<file path="config.mk">
export PLATFORM = sky130hd
export DESIGN_NAME = home_computer_io_port_block_flat
export DESIGN_NICKNAME = d
export VERILOG_FILES = /design/src/hdl/hcio_pkg.sv /design/src/hdl/hcio_if.sv /design/src/hdl/hcio_exec.sv /design/src/hdl/home_computer_io_port_block.sv /design/src/flat_wrapper.sv
export SDC_FILE = /design/constraint.sdc
export NUM_CORES = 1
export LEC_CHECK = 0
export ABC_AREA = 1
export BUFFER_PORTS_ARGS = -buffer_cell sky130_fd_sc_hd__buf_2
export CORE_MARGIN = 5
export CORE_UTILIZATION = 51
export DETAILED_ROUTE_END_ITERATION = 10
export PLACE_DENSITY = 0.7
export SLEW_MARGIN = 20
export SYNTH_ARGS = -nofsm -noshare
export SYNTH_HDL_FRONTEND = slang
export SYNTH_SLANG_ARGS = --single-unit
</file>
<file path="constraint.sdc">
create_clock -name i_clk -period 4.35 [get_ports i_clk]
set_clock_uncertainty 0.1 [all_clocks]
set_input_delay 0 -clock i_clk [delete_from_list [all_inputs] [get_ports i_clk]]
set_output_delay 0 -clock i_clk [all_outputs]
set_load 0.1 [all_outputs]
</file>
<file path="src/hdl/hcio_pkg.sv">
// ----------------------------------------------------------------------------
// I/O port block package
// Word types, operation codes and port decode constants.
// ----------------------------------------------------------------------------
package hcio_pkg;

    localparam int KEY_ROW_COUNT = 8;

    typedef enum logic [1:0] {
        OP_WRITE   = 2'd0,
        OP_READ    = 2'd1,
        OP_PRESS   = 2'd2,
        OP_RELEASE = 2'd3
    } t_op;

    // Low address bytes of the decoded ports.
    localparam logic [7:0] PORT_ULA_LO   = 8'hFE;
    localparam logic [7:0] PORT_JOY_LO   = 8'h1F;
    localparam logic [7:0] PORT_CTRL_LO  = 8'h7F;
    localparam logic [7:0] PORT_PAGE_LO  = 8'hFD;
    // High address bytes that qualify the control and paging ports.
    localparam logic [7:0] PORT_LED_HI   = 8'hFF;
    localparam logic [7:0] PORT_TURBO_HI = 8'hFE;
    localparam logic [7:0] PORT_PAGE_HI  = 8'h7F;

    localparam logic [7:0] BUS_IDLE      = 8'hFF;
    localparam logic [1:0] LED_RESET     = 2'b11;

    typedef struct packed {
        logic [1:0] operation;
        logic [7:0] port_high;
        logic [7:0] port_low;
        logic [7:0] write_data;
        logic [7:0] key_code;
    } t_in_word;

    typedef struct packed {
        logic [7:0] read_data;
        logic [2:0] border_color;
        logic       speaker_level;
        logic [2:0] ram_bank;
        logic       rom_bank;
        logic       shadow_screen;
        logic       paging_locked;
        logic       turbo_on;
        logic       rom_hooks_on;
        logic [1:0] led_bits;
        logic       any_key_on_read;
        logic       all_keys_released;
    } t_out_word;

    // Control state apart from the key rows.
    typedef struct packed {
        logic [7:0] joystick;
        logic [2:0] border;
        logic       speaker;
        logic [7:0] paging;
        logic       lock;
        logic       turbo;
        logic       hooks;
        logic [1:0] led;
    } t_state;

endpackage

</file>
<file path="src/hdl/hcio_if.sv">
// ----------------------------------------------------------------------------
// I/O port block channels
// Valid/ready channels for event words and result words.
// ----------------------------------------------------------------------------
interface hcio_in_if;
    logic                valid;
    logic                ready;
    hcio_pkg::t_in_word  data;

    modport source (output valid, output data, input ready);
    modport sink   (input valid, input data, output ready);
endinterface

interface hcio_out_if;
    logic                valid;
    logic                ready;
    hcio_pkg::t_out_word data;

    modport source (output valid, output data, input ready);
    modport sink   (input valid, input data, output ready);
endinterface

</file>
<file path="src/hdl/hcio_exec.sv">
// ----------------------------------------------------------------------------
// I/O port block event logic
// Decodes one event word against the current state and forms the next
// state and the result word.
// ----------------------------------------------------------------------------
module hcio_exec #(
    parameter int KEY_ROW_COUNT = hcio_pkg::KEY_ROW_COUNT
) (
    input  hcio_pkg::t_in_word  i_word,
    input  hcio_pkg::t_state    i_state,
    input  logic [7:0]          i_rows [KEY_ROW_COUNT],
    output hcio_pkg::t_state    o_state,
    output logic [7:0]          o_rows [KEY_ROW_COUNT],
    output hcio_pkg::t_out_word o_result
);

    logic [7:0] w_mask;
    logic [7:0] w_read;
    logic [7:0] w_and;
    logic       w_any;

    // A column of eight or more lies outside the byte and touches nothing.
    assign w_mask = i_word.key_code[3] ? 8'h00 : (8'h01 << i_word.key_code[2:0]);

    always_comb begin
        o_state = i_state;
        o_rows  = i_rows;
        w_read  = hcio_pkg::BUS_IDLE;
        w_any   = 1'b0;
        case (hcio_pkg::t_op'(i_word.operation))
            hcio_pkg::OP_WRITE: begin
                if (i_word.port_low == hcio_pkg::PORT_ULA_LO) begin
                    o_state.border  = i_word.write_data[2:0];
                    o_state.speaker = i_word.write_data[4];
                end else if (i_word.port_low == hcio_pkg::PORT_CTRL_LO) begin
                    if (i_word.port_high == hcio_pkg::PORT_LED_HI) begin
                        o_state.led = i_word.write_data[1:0];
                    end else if (i_word.port_high == hcio_pkg::PORT_TURBO_HI) begin
                        o_state.turbo = ~i_word.write_data[0];
                        o_state.hooks = ~i_word.write_data[1];
                    end
                end else if (i_word.port_low == hcio_pkg::PORT_PAGE_LO &&
                             i_word.port_high == hcio_pkg::PORT_PAGE_HI &&
                             !i_state.lock) begin
                    o_state.paging = i_word.write_data;
                    o_state.lock   = i_word.write_data[5];
                end
            end
            hcio_pkg::OP_READ: begin
                if (i_word.port_low == hcio_pkg::PORT_ULA_LO) begin
                    // A low bit of the high address byte selects its row.
                    for (int r = 0; r < KEY_ROW_COUNT; r++) begin
                        if (!i_word.port_high[r]) begin
                            w_read = w_read & i_rows[r];
                        end
                    end
                    w_any = (w_read != hcio_pkg::BUS_IDLE);
                end else if (i_word.port_low == hcio_pkg::PORT_JOY_LO) begin
                    w_read = i_state.joystick;
                end else if (i_word.port_low == hcio_pkg::PORT_CTRL_LO) begin
                    if (i_word.port_high == hcio_pkg::PORT_LED_HI) begin
                        w_read = {6'd0, i_state.led};
                    end else if (i_word.port_high == hcio_pkg::PORT_TURBO_HI) begin
                        w_read = {6'h3F, ~i_state.hooks, ~i_state.turbo};
                    end
                end
            end
            hcio_pkg::OP_PRESS: begin
                if (i_word.key_code[7]) begin
                    o_state.joystick = i_state.joystick | w_mask;
                end else begin
                    for (int r = 0; r < KEY_ROW_COUNT; r++) begin
                        if (i_word.key_code[6:4] == 3'(r)) begin
                            o_rows[r] = i_rows[r] & ~w_mask;
                        end
                    end
                end
            end
            hcio_pkg::OP_RELEASE: begin
                if (i_word.key_code[7]) begin
                    o_state.joystick = i_state.joystick & ~w_mask;
                end else begin
                    for (int r = 0; r < KEY_ROW_COUNT; r++) begin
                        if (i_word.key_code[6:4] == 3'(r)) begin
                            o_rows[r] = i_rows[r] | w_mask;
                        end
                    end
                end
            end
            default: begin
                o_state = i_state;
            end
        endcase
    end

    always_comb begin
        w_and = 8'hFF;
        for (int r = 0; r < KEY_ROW_COUNT; r++) begin
            w_and = w_and & o_rows[r];
        end
    end

    always_comb begin
        o_result.read_data         = w_read;
        o_result.border_color      = o_state.border;
        o_result.speaker_level     = o_state.speaker;
        o_result.ram_bank          = o_state.paging[2:0];
        o_result.rom_bank          = o_state.paging[4];
        o_result.shadow_screen     = o_state.paging[3];
        o_result.paging_locked     = o_state.lock;
        o_result.turbo_on          = o_state.turbo;
        o_result.rom_hooks_on      = o_state.hooks;
        o_result.led_bits          = o_state.led;
        o_result.any_key_on_read   = w_any;
        o_result.all_keys_released = (w_and == 8'hFF);
    end

endmodule

</file>
<file path="src/hdl/home_computer_io_port_block.sv">
// An accepted event word is held in the input register, and its result word is then captured in the result register.
// Throughput: one event word per cycle; the input register and the result
// register form a two-stage pipeline that stalls only on output backpressure.
// Reset (synchronous, active low) clears all rows to released, LEDs to 3,
// every other state register to zero, and empties both pipeline stages.
// ----------------------------------------------------------------------------
// I/O port block top level
// Keyboard matrix, joystick, border, speaker, paging and board control ports.
// ----------------------------------------------------------------------------
module home_computer_io_port_block #(
    parameter int KEY_ROW_COUNT = hcio_pkg::KEY_ROW_COUNT
) (
    input  logic             i_clk,
    input  logic             i_rst_n,
    hcio_in_if.sink          i_in,
    hcio_out_if.source       o_out
);

    // Stage one holds the accepted event word. Stage two applies it to the
    // state and captures the result word in the output register, so the
    // state is updated exactly once per event, in arrival order.
    logic                r_in_valid;
    hcio_pkg::t_in_word  r_in_word;
    logic                r_out_valid;
    hcio_pkg::t_out_word r_out_word;

    // Architectural state of the ports and the key matrix.
    hcio_pkg::t_state    r_state;
    logic [7:0]          r_rows [KEY_ROW_COUNT];

    hcio_pkg::t_state    n_state;
    logic [7:0]          n_rows [KEY_ROW_COUNT];
    hcio_pkg::t_out_word n_out_word;

    // The result register may load when it is empty or its word is taken.
    // The input register may load when it is empty or moves on this cycle.
    logic w_advance;
    logic w_take;

    assign w_advance   = !r_out_valid || o_out.ready;
    assign w_take      = i_in.valid && i_in.ready;
    assign i_in.ready  = !r_in_valid || w_advance;
    assign o_out.valid = r_out_valid;
    assign o_out.data  = r_out_word;

    hcio_exec #(
        .KEY_ROW_COUNT (KEY_ROW_COUNT)
    ) u_exec (
        .i_word   (r_in_word),
        .i_state  (r_state),
        .i_rows   (r_rows),
        .o_state  (n_state),
        .o_rows   (n_rows),
        .o_result (n_out_word)
    );

    // Pipeline control and payload registers.
    always_ff @(posedge i_clk) begin
        if (!i_rst_n) begin
            r_in_valid  <= 1'b0;
            r_out_valid <= 1'b0;
        end else begin
            if (i_in.ready) begin
                r_in_valid <= i_in.valid;
            end
            if (w_advance) begin
                r_out_valid <= r_in_valid;
            end
        end
        if (w_take) begin
            r_in_word <= i_in.data;
        end
        if (w_advance && r_in_valid) begin
            r_out_word <= n_out_word;
        end
    end

    // State moves only when an event passes from stage one to stage two.
    always_ff @(posedge i_clk) begin
        if (!i_rst_n) begin
            r_state.joystick <= 8'd0;
            r_state.border   <= 3'd0;
            r_state.speaker  <= 1'b0;
            r_state.paging   <= 8'd0;
            r_state.lock     <= 1'b0;
            r_state.turbo    <= 1'b0;
            r_state.hooks    <= 1'b0;
            r_state.led      <= hcio_pkg::LED_RESET;
            for (int r = 0; r < KEY_ROW_COUNT; r++) begin
                r_rows[r] <= 8'hFF;
            end
        end else if (w_advance && r_in_valid) begin
            r_state <= n_state;
            r_rows  <= n_rows;
        end
    end

endmodule

</file>
<file path="src/flat_wrapper.sv">
// flat-port wrapper written by rule: the top's interface ports become plain ports
module home_computer_io_port_block_flat 
#(
    parameter int KEY_ROW_COUNT = hcio_pkg::KEY_ROW_COUNT
)
  (i_clk, i_rst_n, i_in_valid, i_in_data, i_in_ready, o_out_valid, o_out_data, o_out_ready);
  hcio_in_if i_in_i ();
  hcio_out_if o_out_i ();
  input  logic i_clk;
  input  logic i_rst_n;
  input wire logic [$bits(i_in_i.valid)-1:0] i_in_valid;
  input wire logic [$bits(i_in_i.data)-1:0] i_in_data;
  output wire logic [$bits(i_in_i.ready)-1:0] i_in_ready;
  output wire logic [$bits(o_out_i.valid)-1:0] o_out_valid;
  output wire logic [$bits(o_out_i.data)-1:0] o_out_data;
  input wire logic [$bits(o_out_i.ready)-1:0] o_out_ready;
  assign i_in_i.valid = i_in_valid;
  assign i_in_i.data = i_in_data;
  assign i_in_ready = i_in_i.ready;
  assign o_out_valid = o_out_i.valid;
  assign o_out_data = o_out_i.data;
  assign o_out_i.ready = o_out_ready;
  home_computer_io_port_block #(.KEY_ROW_COUNT(KEY_ROW_COUNT)) u_core (.i_clk(i_clk), .i_rst_n(i_rst_n), .i_in(i_in_i), .o_out(o_out_i));
endmodule
</file>
; ---- Word level (Yosys, flattened, before mapping)
; Index checks and enable logic that the tools add are counted.
[classes]
n_eq_ne = 21
n_shift = 1
n_mux = 61
bitwise_logic = 39
reduce_logical = 15
[ops]
columns = operator, n
row1 = two-way mux 8 bit, 47
row2 = AND 8 bit, 23
row3 = two-way mux 64 bit, 2
row4 = one-hot mux 64 bit (2 select lines), 1
row5 = bitwise OR 8 bit, 9
row6 = "== test 8 bit, second input constant", 5
row7 = two-way mux 9 bit, 2
row8 = two-way mux 17 bit, 1
row9 = "== test 8 x 7 -> 1 bit, second input constant", 2
row10 = one-hot mux 8 bit (2 select lines), 1
row11 = two-way mux 13 bit, 1
row12 = "== test 3 bit, second input constant", 4
row13 = "== test 8 x 5 -> 1 bit, second input constant", 1
row14 = two-way mux 2 bit, 4
row15 = two-way mux 4 bit, 2
row16 = "inequality test 8 bit, second input constant", 1
row17 = NOT 8 bit, 1
row18 = "left shift 1 x 3 -> 8 bit, first input constant", 1
row19 = "== test 3 x 2 -> 1 bit, second input constant", 2
row20 = NOT 1 bit, 6
row21 = AND reduction 5 bit, 1
row22 = "== test 2 bit, second input constant", 2
row23 = logical AND 1 bit, 4
row24 = "inequality test 2 x 1 -> 1 bit, second input constant", 2
row25 = 9 further kinds, 12
[totals]
register_bits = 149
input_bits = 38
output_inout_bits = 26

; ---- Longest topological paths before layout
; Gate-level depths: netlist of run 1.
[logic_depth]
word_depth = 32
mapped_depth = 15
ltp_nobuf = 14

; ---- Hierarchy
; A second synthesis of run 1 with hierarchy kept.
[hier_totals]
hier_cells = 1230
area_unflattened_um2 = 8524.4
[by_module_without_submodules]
columns = mod, n_inst, cells_each, area_each_um2, seq_area_each_um2
row1 = home_computer_io_port_block, 1, 515, 5275.1, 3563.4
row2 = hcio_exec, 1, 715, 3249.4, 0.0

; ---- Least setup slack after synthesis of run 1
; Ideal clock, no wire load.
[synth_path]
path_type = flip-flop to flip-flop
startpoint = reg u_core.r_out_valid, in the netlist u_core.o_out.valid
endpoint = reg u_core.r_in_word[0] in the netlist's numbering (enable)
arrival_ns = 2.717
t_required_ns = 3.849
path_slack_ns = 1.133
stages_incl_launch_ff = 4
n_path_buf = 0
synth_period_minus_slack_ns = 3.217
cell_sequence = dfxtp_1 > nand3_1 > nand2_1 > inv_1
[synth_via]
elab_chain_cells = 4
[synth_lines]
columns = item, line
row1 = "start, declared", home_computer_io_port_block.sv:24  ; logic r_out_valid;
row2 = "start signal, assigned", home_computer_io_port_block.sv:67  ; r_out_valid <= r_in_valid;
row3 = zero test 1 bit, home_computer_io_port_block.sv:40  ; assign w_advance = !r_out_valid || o_out.ready;
row4 = logical OR 1 bit, home_computer_io_port_block.sv:40
row5 = logical OR 1 bit, home_computer_io_port_block.sv:42  ; assign i_in.ready = !r_in_valid || w_advance;
row6 = named net i_in_ready, flat_wrapper.sv:13  ; output wire logic [$bits(i_in_i.ready)-1:0] i_in_ready;
row7 = logical AND 1 bit, home_computer_io_port_block.sv:41  ; assign w_take = i_in.valid && i_in.ready;
row8 = named net u_core.w_take, home_computer_io_port_block.sv:38  ; logic w_take;
row9 = "end signal, assigned", home_computer_io_port_block.sv:71  ; r_in_word <= i_in.data;
row10 = "end, declared", home_computer_io_port_block.sv:23  ; hcio_pkg::t_in_word r_in_word;
; The timed path passes the listed nets, and every way through them passes these cells.
; A chain may end at the register's enable or synchronous reset.

==> impl_metrics.env, run 1 <==
export IMPL_final_nets=1125
export IMPL_syn_nets=1052
export IMPL_clk_latency_ns=0.43
export IMPL_clk_path_buf_depth=2
export IMPL_wl_per_cell_um=15.4
export IMPL_synthesis_area_um2=7410
export IMPL_combPwrFrac_pct=13.7
export IMPL_cts_root_buf="clkbuf_16"
export IMPL_ys_ff_latch=144
export IMPL_path_class="register to register"
export IMPL_critPathLaunchType="register"
export IMPL_cts_tree="built"
export IMPL_synth_seq_area_share_pct=46.5
export IMPL_cts_num_sinks=144
export IMPL_rows=44
export IMPL_die_w_um=131
export IMPL_post_route_drc_count=0
export IMPL_worst_slew_pin_slew_ns=1.06
export IMPL_multi_input_area_um2=3150
export IMPL_cp_top_family="simple AND/OR/NAND/NOR gates"
export IMPL_syn2layout_area_growth_pct=16.8
export IMPL_max_freq_mhz=360
export IMPL_via_per_inst=5.42
export IMPL_grt_pass1_vias=6216
export IMPL_antenna_cells=0
export IMPL_clkTransAtPathRegs_ns=0.07
export IMPL_overflow=0
export IMPL_postSynthCellCount=1014
export IMPL_path_cells="inv_1 -> nand2_1 -> nor2_1 -> inv_1 -> o21bai_1 -> nand4_1 -> nor2_1 -> nand2_1 -> nor2_1 -> nand2_1 -> nor2_1"
export IMPL_dieArea_um2=17000
export IMPL_switching_share_pct=29.4
export IMPL_coreArea_um2=14400
export IMPL_pre_cts_slack_ns=1.66
export IMPL_outcome="finished, final reports clean"
export IMPL_h_tree_depth=4
export IMPL_numCtsBuffers=17
export IMPL_vias=6961
export IMPL_path_max_fanout=14
export IMPL_track_usage_pct=24.1
export IMPL_die_h_um=131
export IMPL_max_vdd_ir_drop_mv=0.296
export IMPL_drive_above_1_share_pct=10.5
export IMPL_portBuffers=61
export IMPL_hold_viol=0
export IMPL_crit_arrival_ns=2.93
export IMPL_cp_buffers_inverters=2
export IMPL_slew_viol_final=0
export IMPL_ys_types=34
export IMPL_pwr_share_seq_pct=45.2
export IMPL_cp_end_kind="register"
export IMPL_p_int_mw=2.39
export IMPL_fin_tns_setup_ns=0
export IMPL_fillers=1330
export IMPL_antenna_left=0
export IMPL_period_minus_slack_ns=2.78
export IMPL_final_cell_mix="238 x nand2_1, 151 x inv_1, 88 x nor2_1, 88 x dfxtp_1, 83 x a21oi_1"
export IMPL_drt_iter0_markers=576
export IMPL_p_sw_mw=0.995
export IMPL_globalplace_congestion=0.912
export IMPL_firstDrtPassIters=5
export IMPL_p_leak_nw=3.85
export IMPL_fin_crit_sh_pct=63.9
export IMPL_cts_setup_buffers=0
export IMPL_min_path_type="input pin to register"
export IMPL_cts_resized=0
export IMPL_wl_um=19800
export IMPL_critPathRequiredTime_ns=4.51
export IMPL_syn_area_per_cell_um2=7.31
export IMPL_pwr_share_clk_pct=41.2
export IMPL_power_per_cell_area_nw_per_um2=392
export IMPL_cp_common_cell="nor2_1"
export IMPL_dp_hpwl_um=12900
export IMPL_rsz0062_at_grt="no"
export IMPL_setup_ws_ns=1.57
export IMPL_area_sequential_um2=3440
export IMPL_placedInstanceArea_um2=7740
export IMPL_relSlewSlack_pct=29.0
export IMPL_start_util_pct=51.6
export IMPL_io_pins=64
export IMPL_slowest_stage="nor2_1"
export IMPL_yosysWarnings=0
export IMPL_setup_viol=0
export IMPL_layout_commonest_cell="nand2_1"
export IMPL_grt_pass1_wl_um=31900
export IMPL_slowest_delay_ns=0.72
export IMPL_maxCapViolCount=0
export IMPL_grt_max_degree=91
export IMPL_antenna_found_initial=0
export IMPL_design_area_um2=8660
synthesized netlist by cell type:
library cell | n | area, µm²
nand2_1 | 239 | 897
inv_1 | 153 | 574
buf_1 | 1 | 3.75
edfxtp_1 | 56 | 1680
nor4_1 | 1 | 6.26
buf_2 | 6 | 30.0
nand3_1 | 74 | 370
nor2_4 | 6 | 67.6
o21ai_1 | 2 | 10.0
nor2_2 | 5 | 31.3
o2111ai_1 | 3 | 26.3
nor2_1 | 88 | 330
o211ai_1 | 22 | 165
inv_2 | 2 | 7.51
nand2_2 | 2 | 12.5
a221oi_1 | 2 | 17.5
mux2i_1 | 1 | 10.0
a21o_1 | 1 | 7.51
o21bai_1 | 1 | 7.51
nand4_1 | 15 | 93.8
or2_2 | 2 | 12.5
a22oi_1 | 9 | 67.6
a31oi_1 | 1 | 6.26
nor3_1 | 19 | 95.1
a311oi_1 | 1 | 8.76
o21a_1 | 4 | 30.0
o21ai_0 | 81 | 405
a21oi_1 | 83 | 415
dfxtp_1 | 88 | 1760
buf_4 | 6 | 45.0
o22ai_1 | 5 | 31.3
buf_6 | 5 | 56.3
nand3_4 | 1 | 17.5
clkbuf_1 | 29 | 109
layer usage:
metal  GRT usage [%]  wire, µm  share of wire, %
met1            33.8      9010                45
met2            37.5      8880                45
met3            4.84      1510               7.6
met4            8.11       410               2.1
met5               0         0                 0
registers in the layout, indices dropped and copies added (netlist names), named ones only:
signal,flops
u_core.o_out.data,24
u_core.o_out.valid,1
u_core.r_in_valid,1
u_core.r_in_word,32
u_core.r_rows,64
u_core.r_state,14
cells by family (layout without fill, tap and decap cells):
kind of cell,after synthesis,count (layout),synth area share [%]
compound gates,215,215,16.2
flops,144,144,46.5
buf+inv,202,288,11.1
simple gates,452,452,26.1
mux,1,1,0.135
worst paths after layout:
kind / start / to / slack [ns] / cells after the start
hold reg to reg: u_core.r_rows[53]$_SDFFE_PN1P_ / u_core.r_rows[53]$_SDFFE_PN1P_ / 0.37 / 2
hold / removal: i_rst_n / u_core.r_rows[45]$_SDFFE_PN1P_ / 0.04 / 2
setup reg to reg: u_core.r_in_word[0]$_DFFE_PP_ / u_core.o_out.data[0]$_DFFE_PP_ / 1.57 / 11
setup / recovery: u_core.r_in_word[0]$_DFFE_PP_ / u_core.o_out.data[0]$_DFFE_PP_ / 1.57 / 11
power by group through the flow:
stage / logic (mW) / clock network (mW) / registers [mW]
final: 0.463 / 1.40 / 1.53
after global routing: 0.514 / 1.47 / 1.54
after CTS: 0.456 / 1.41 / 1.53
after detailed placement: 0.430 / 0 / 1.56
after global placement: 0.425 / 0 / 1.56
after floorplan: 0.272 / 0 / 1.60
final cells by class:
| cell class | instances | area share, % |
|---|---|---|
| Tap cell | 184 | 2.66 |
| Clock buffer | 19 | 5.12 |
| Inverter | 155 | 6.72 |
| Multi-Input combinational cell | 668 | 36.3 |
| Sequential cell | 144 | 39.8 |
| Clock inverter | 13 | 1.36 |
| Timing Repair Buffer | 101 | 8.04 |
worst reg2reg max path, delay by kind of cell, from the launching register on:
| family | cells | cell delay (ns) |
|---|---|---|
| and+or+nand+nor | 8 | 1.53 |
| buffers and inverters | 2 | 0.31 |
| DFF | 1 | 0.45 |
| AOI/OAI and AO/OA | 1 | 0.22 |
per-stage QoR:
stage / utilization (%) / power (mW) / hold slack [ns] / instances
detailed placement: 53.8 / 1.99 / 0.0781 / 1216
global route: 60.2 / 3.53 / 0.0578 / 1284
CTS: 60.2 / 3.39 / 0.0295 / 1284
floorplan: - / 1.87 / -0.00113 / 1014
finish: 60.2 / 3.39 / 0.0423 / 1284
global placement: 53.8 / 1.98 / 0.0765 / 1216
repair_timing:
action	in CTS	in global routing
hold buffers	36	0
endpoints found under the setup margin	0	0
endpoints found under the hold margin	34	0
Power figures use the tool's default switching activity.
==> inputs of run 2 (changes only) <==
Settings changed: PLACE_DENSITY 0.7 to 0.73.
Clock period 4.35 ns to 2.5 ns, I/O delays scaled along.
==> run 2 against run 1 <==
  * Combinational power grew 82%
  * Sequential share of layout area shrank 1.2 points
  * Sequential power grew 74%
  * Largest cell class unchanged
  * Largest power group unchanged
  * Highest routed layer unchanged
==> impl_metrics.env, run 2 (synthesized netlist as in run 1, its figures left out) <==
export IMPL_outcome="finished, final reports clean"
export IMPL_clkTransAtPathRegs_ns=0.07
export IMPL_coreArea_um2=14400
export IMPL_power_per_cell_area_nw_per_um2=687
export IMPL_max_freq_mhz=446
export IMPL_antenna_found_initial=0
export IMPL_critPathRequiredTime_ns=2.67
export IMPL_cts_tree="built"
export IMPL_portBuffers=61
export IMPL_p_leak_nw=4.00
export IMPL_start_util_pct=51.6
export IMPL_final_util_pct=62.2
export IMPL_largest_reg_flops=64
export IMPL_r2r_slack_ns=0.26
export IMPL_layout_commonest_cell="nand2_1"
export IMPL_io_pins=64
export IMPL_wl_met2_um=9070
export IMPL_fin_tns_setup_ns=0
export IMPL_drive_above_1_share_pct=13.0
export IMPL_clk_latency_ns=0.42
export IMPL_overflow=0
export IMPL_track_usage_pct=24.9
export IMPL_ff2ff_path_depth=13
export IMPL_numCtsBuffers=17
export IMPL_regMostFlops="u_core.r_rows"
export IMPL_setup_viol=0
export IMPL_final_cell_mix="238 x nand2_1, 151 x inv_1, 88 x nor2_1"
export IMPL_path_max_fanout=15
export IMPL_period_minus_slack_ns=2.24
export IMPL_rsz0062_at_grt="no"
export IMPL_r2r_end="u_core.o_out.data[0]$_DFFE_PP_"
export IMPL_wl_met1_um=9060
export IMPL_antenna_left=0
export IMPL_vias=7081
export IMPL_syn2layout_area_growth_pct=20.6
export IMPL_slew_viol_final=0
export IMPL_via_per_inst=5.40
export IMPL_globalplace_congestion=0.899
export IMPL_die_h_um=131
export IMPL_dp_hpwl_um=13300
export IMPL_min_path_type="input pin to register"
export IMPL_relSlewSlack_pct=45.7
export IMPL_crit_end="u_core.o_out.data[0]$_DFFE_PP_"
export IMPL_hold_viol=0
export IMPL_dr_wl_met3_um=1650
export IMPL_maxCapViolCount=0
export IMPL_whs_ns=0.0238
export IMPL_dieArea_um2=17000
export IMPL_r2r_start="u_core.r_in_word[5]$_DFFE_PP_"
export IMPL_cts_num_sinks=144
export IMPL_firstDrtPassIters=5
export IMPL_max_vdd_ir_drop_mv=0.464
export IMPL_grt_pass1_wl_um=33100
export IMPL_cp_end_kind="register"
export IMPL_path_class="register to register"
export IMPL_final_nets=1153
export IMPL_startpoint="u_core.r_in_word[5]$_DFFE_PP_"
export IMPL_grt_max_degree=90
export IMPL_h_tree_depth=4
export IMPL_antenna_cells=0
export IMPL_rows=44
export IMPL_drt_iter0_markers=677
export IMPL_die_w_um=131
export IMPL_worst_slew_pin_slew_ns=0.814
export IMPL_crit_arrival_ns=2.41
export IMPL_post_route_drc_count=0
export IMPL_wl_um=20500
export IMPL_clk_path_buf_depth=2
export IMPL_critPathLaunchType="register"
export IMPL_wl_per_cell_um=15.7
export IMPL_top_layer="met4"
export IMPL_grt_pass1_vias=6618
export IMPL_cts_root_buf="clkbuf_16"
export IMPL_fin_crit_sh_pct=89.7
-- run 2: cell count changes in the layout (fill, tap and decap cells not counted), sizes merged --
cell,before,now
clkbuf,19,17
bufinv,0,2
inv,164,163
clkinvlp,0,1
buf,65,93
-- run 2: metal layers --
metal / vias up / GRT usage [%]
met5: - / 0
met4: 0 / 11.3
met3: 50 / 5.57
met2: 308 / 38.2
met1: 3171 / 33.7
li1: 3552 / -
-- run 2: layout make-up --
| type | count | area (µm²) |
|---|---|---|
| Clock buffer | 17 | 425 |
| Timing Repair Buffer | 129 | 906 |
| Fill cell | 1236 | 5430 |
| Multi-Input combinational cell | 668 | 3160 |
| Sequential cell | 144 | 3440 |
| Tap cell | 184 | 230 |
| Inverter | 155 | 586 |
| Clock inverter | 15 | 188 |
-- run 2: where the power goes --
group	total [mW]	switching [mW]	internal, mW
sequential	2.66	0.0833	2.58
clock	2.64	1.11	1.52
combinational	0.843	0.572	0.271
total	6.14	1.77	4.37
-- run 2: worst min path at each step --
stage	slack, ns	cells after the start	to	from
after global placement	0.08	1	u_core.r_in_word[30]$_DFFE_PP_	i_in_data[30]
after detailed placement	0.08	1	u_core.r_in_word[22]$_DFFE_PP_	i_in_data[22]
after CTS	0.007	3	u_core.r_rows[28]$_SDFFE_PN1P_	i_rst_n
after floorplan	-0.001	0	u_core.r_in_word[0]$_DFFE_PP_	i_in_data[0]
after global routing	0.02	3	u_core.r_rows[6]$_SDFFE_PN1P_	i_rst_n
final	0.02	3	u_core.r_rows[26]$_SDFFE_PN1P_	i_rst_n
-- run 2: critical path, cell delays in order, from the launching register on --
cell and delay, ns:
edfxtp_1 0.43, inv_1 0.10, nand2_1 0.13, nor2_4 0.44, nand2_1 0.12, nand2_1 0.08
o21ai_0 0.10, inv_1 0.08, nand2_1 0.05, nor2_1 0.11, nand2_1 0.06, nor2_1 0.10
nand2_1 0.07, nor2_1 0.12
-- run 2: through the flow --
step / area, µm² / setup slack, ns / cells / total power [mW]
3_3_place_gp: 7940 / 0.308 / 1241 / 3.47
4_1_cts: 8910 / 0.262 / 1309 / 6.15
6_report: 8940 / 0.258 / 1312 / 6.14
3_5_place_dp: 7940 / 0.288 / 1241 / 3.49
5_1_grt: 8940 / 0.0468 / 1312 / 6.39
2_1_floorplan: 7430 / 0.260 / 1014 / 3.26
-- run 2: what timing repair did --
item                                    in CTS  in global routing
endpoints found under the setup margin       0                  1
gates resized for setup                      0                  1
hold endpoints to repair                    34                  0
hold buffers                                36                  0
buffers inserted                             0                  3
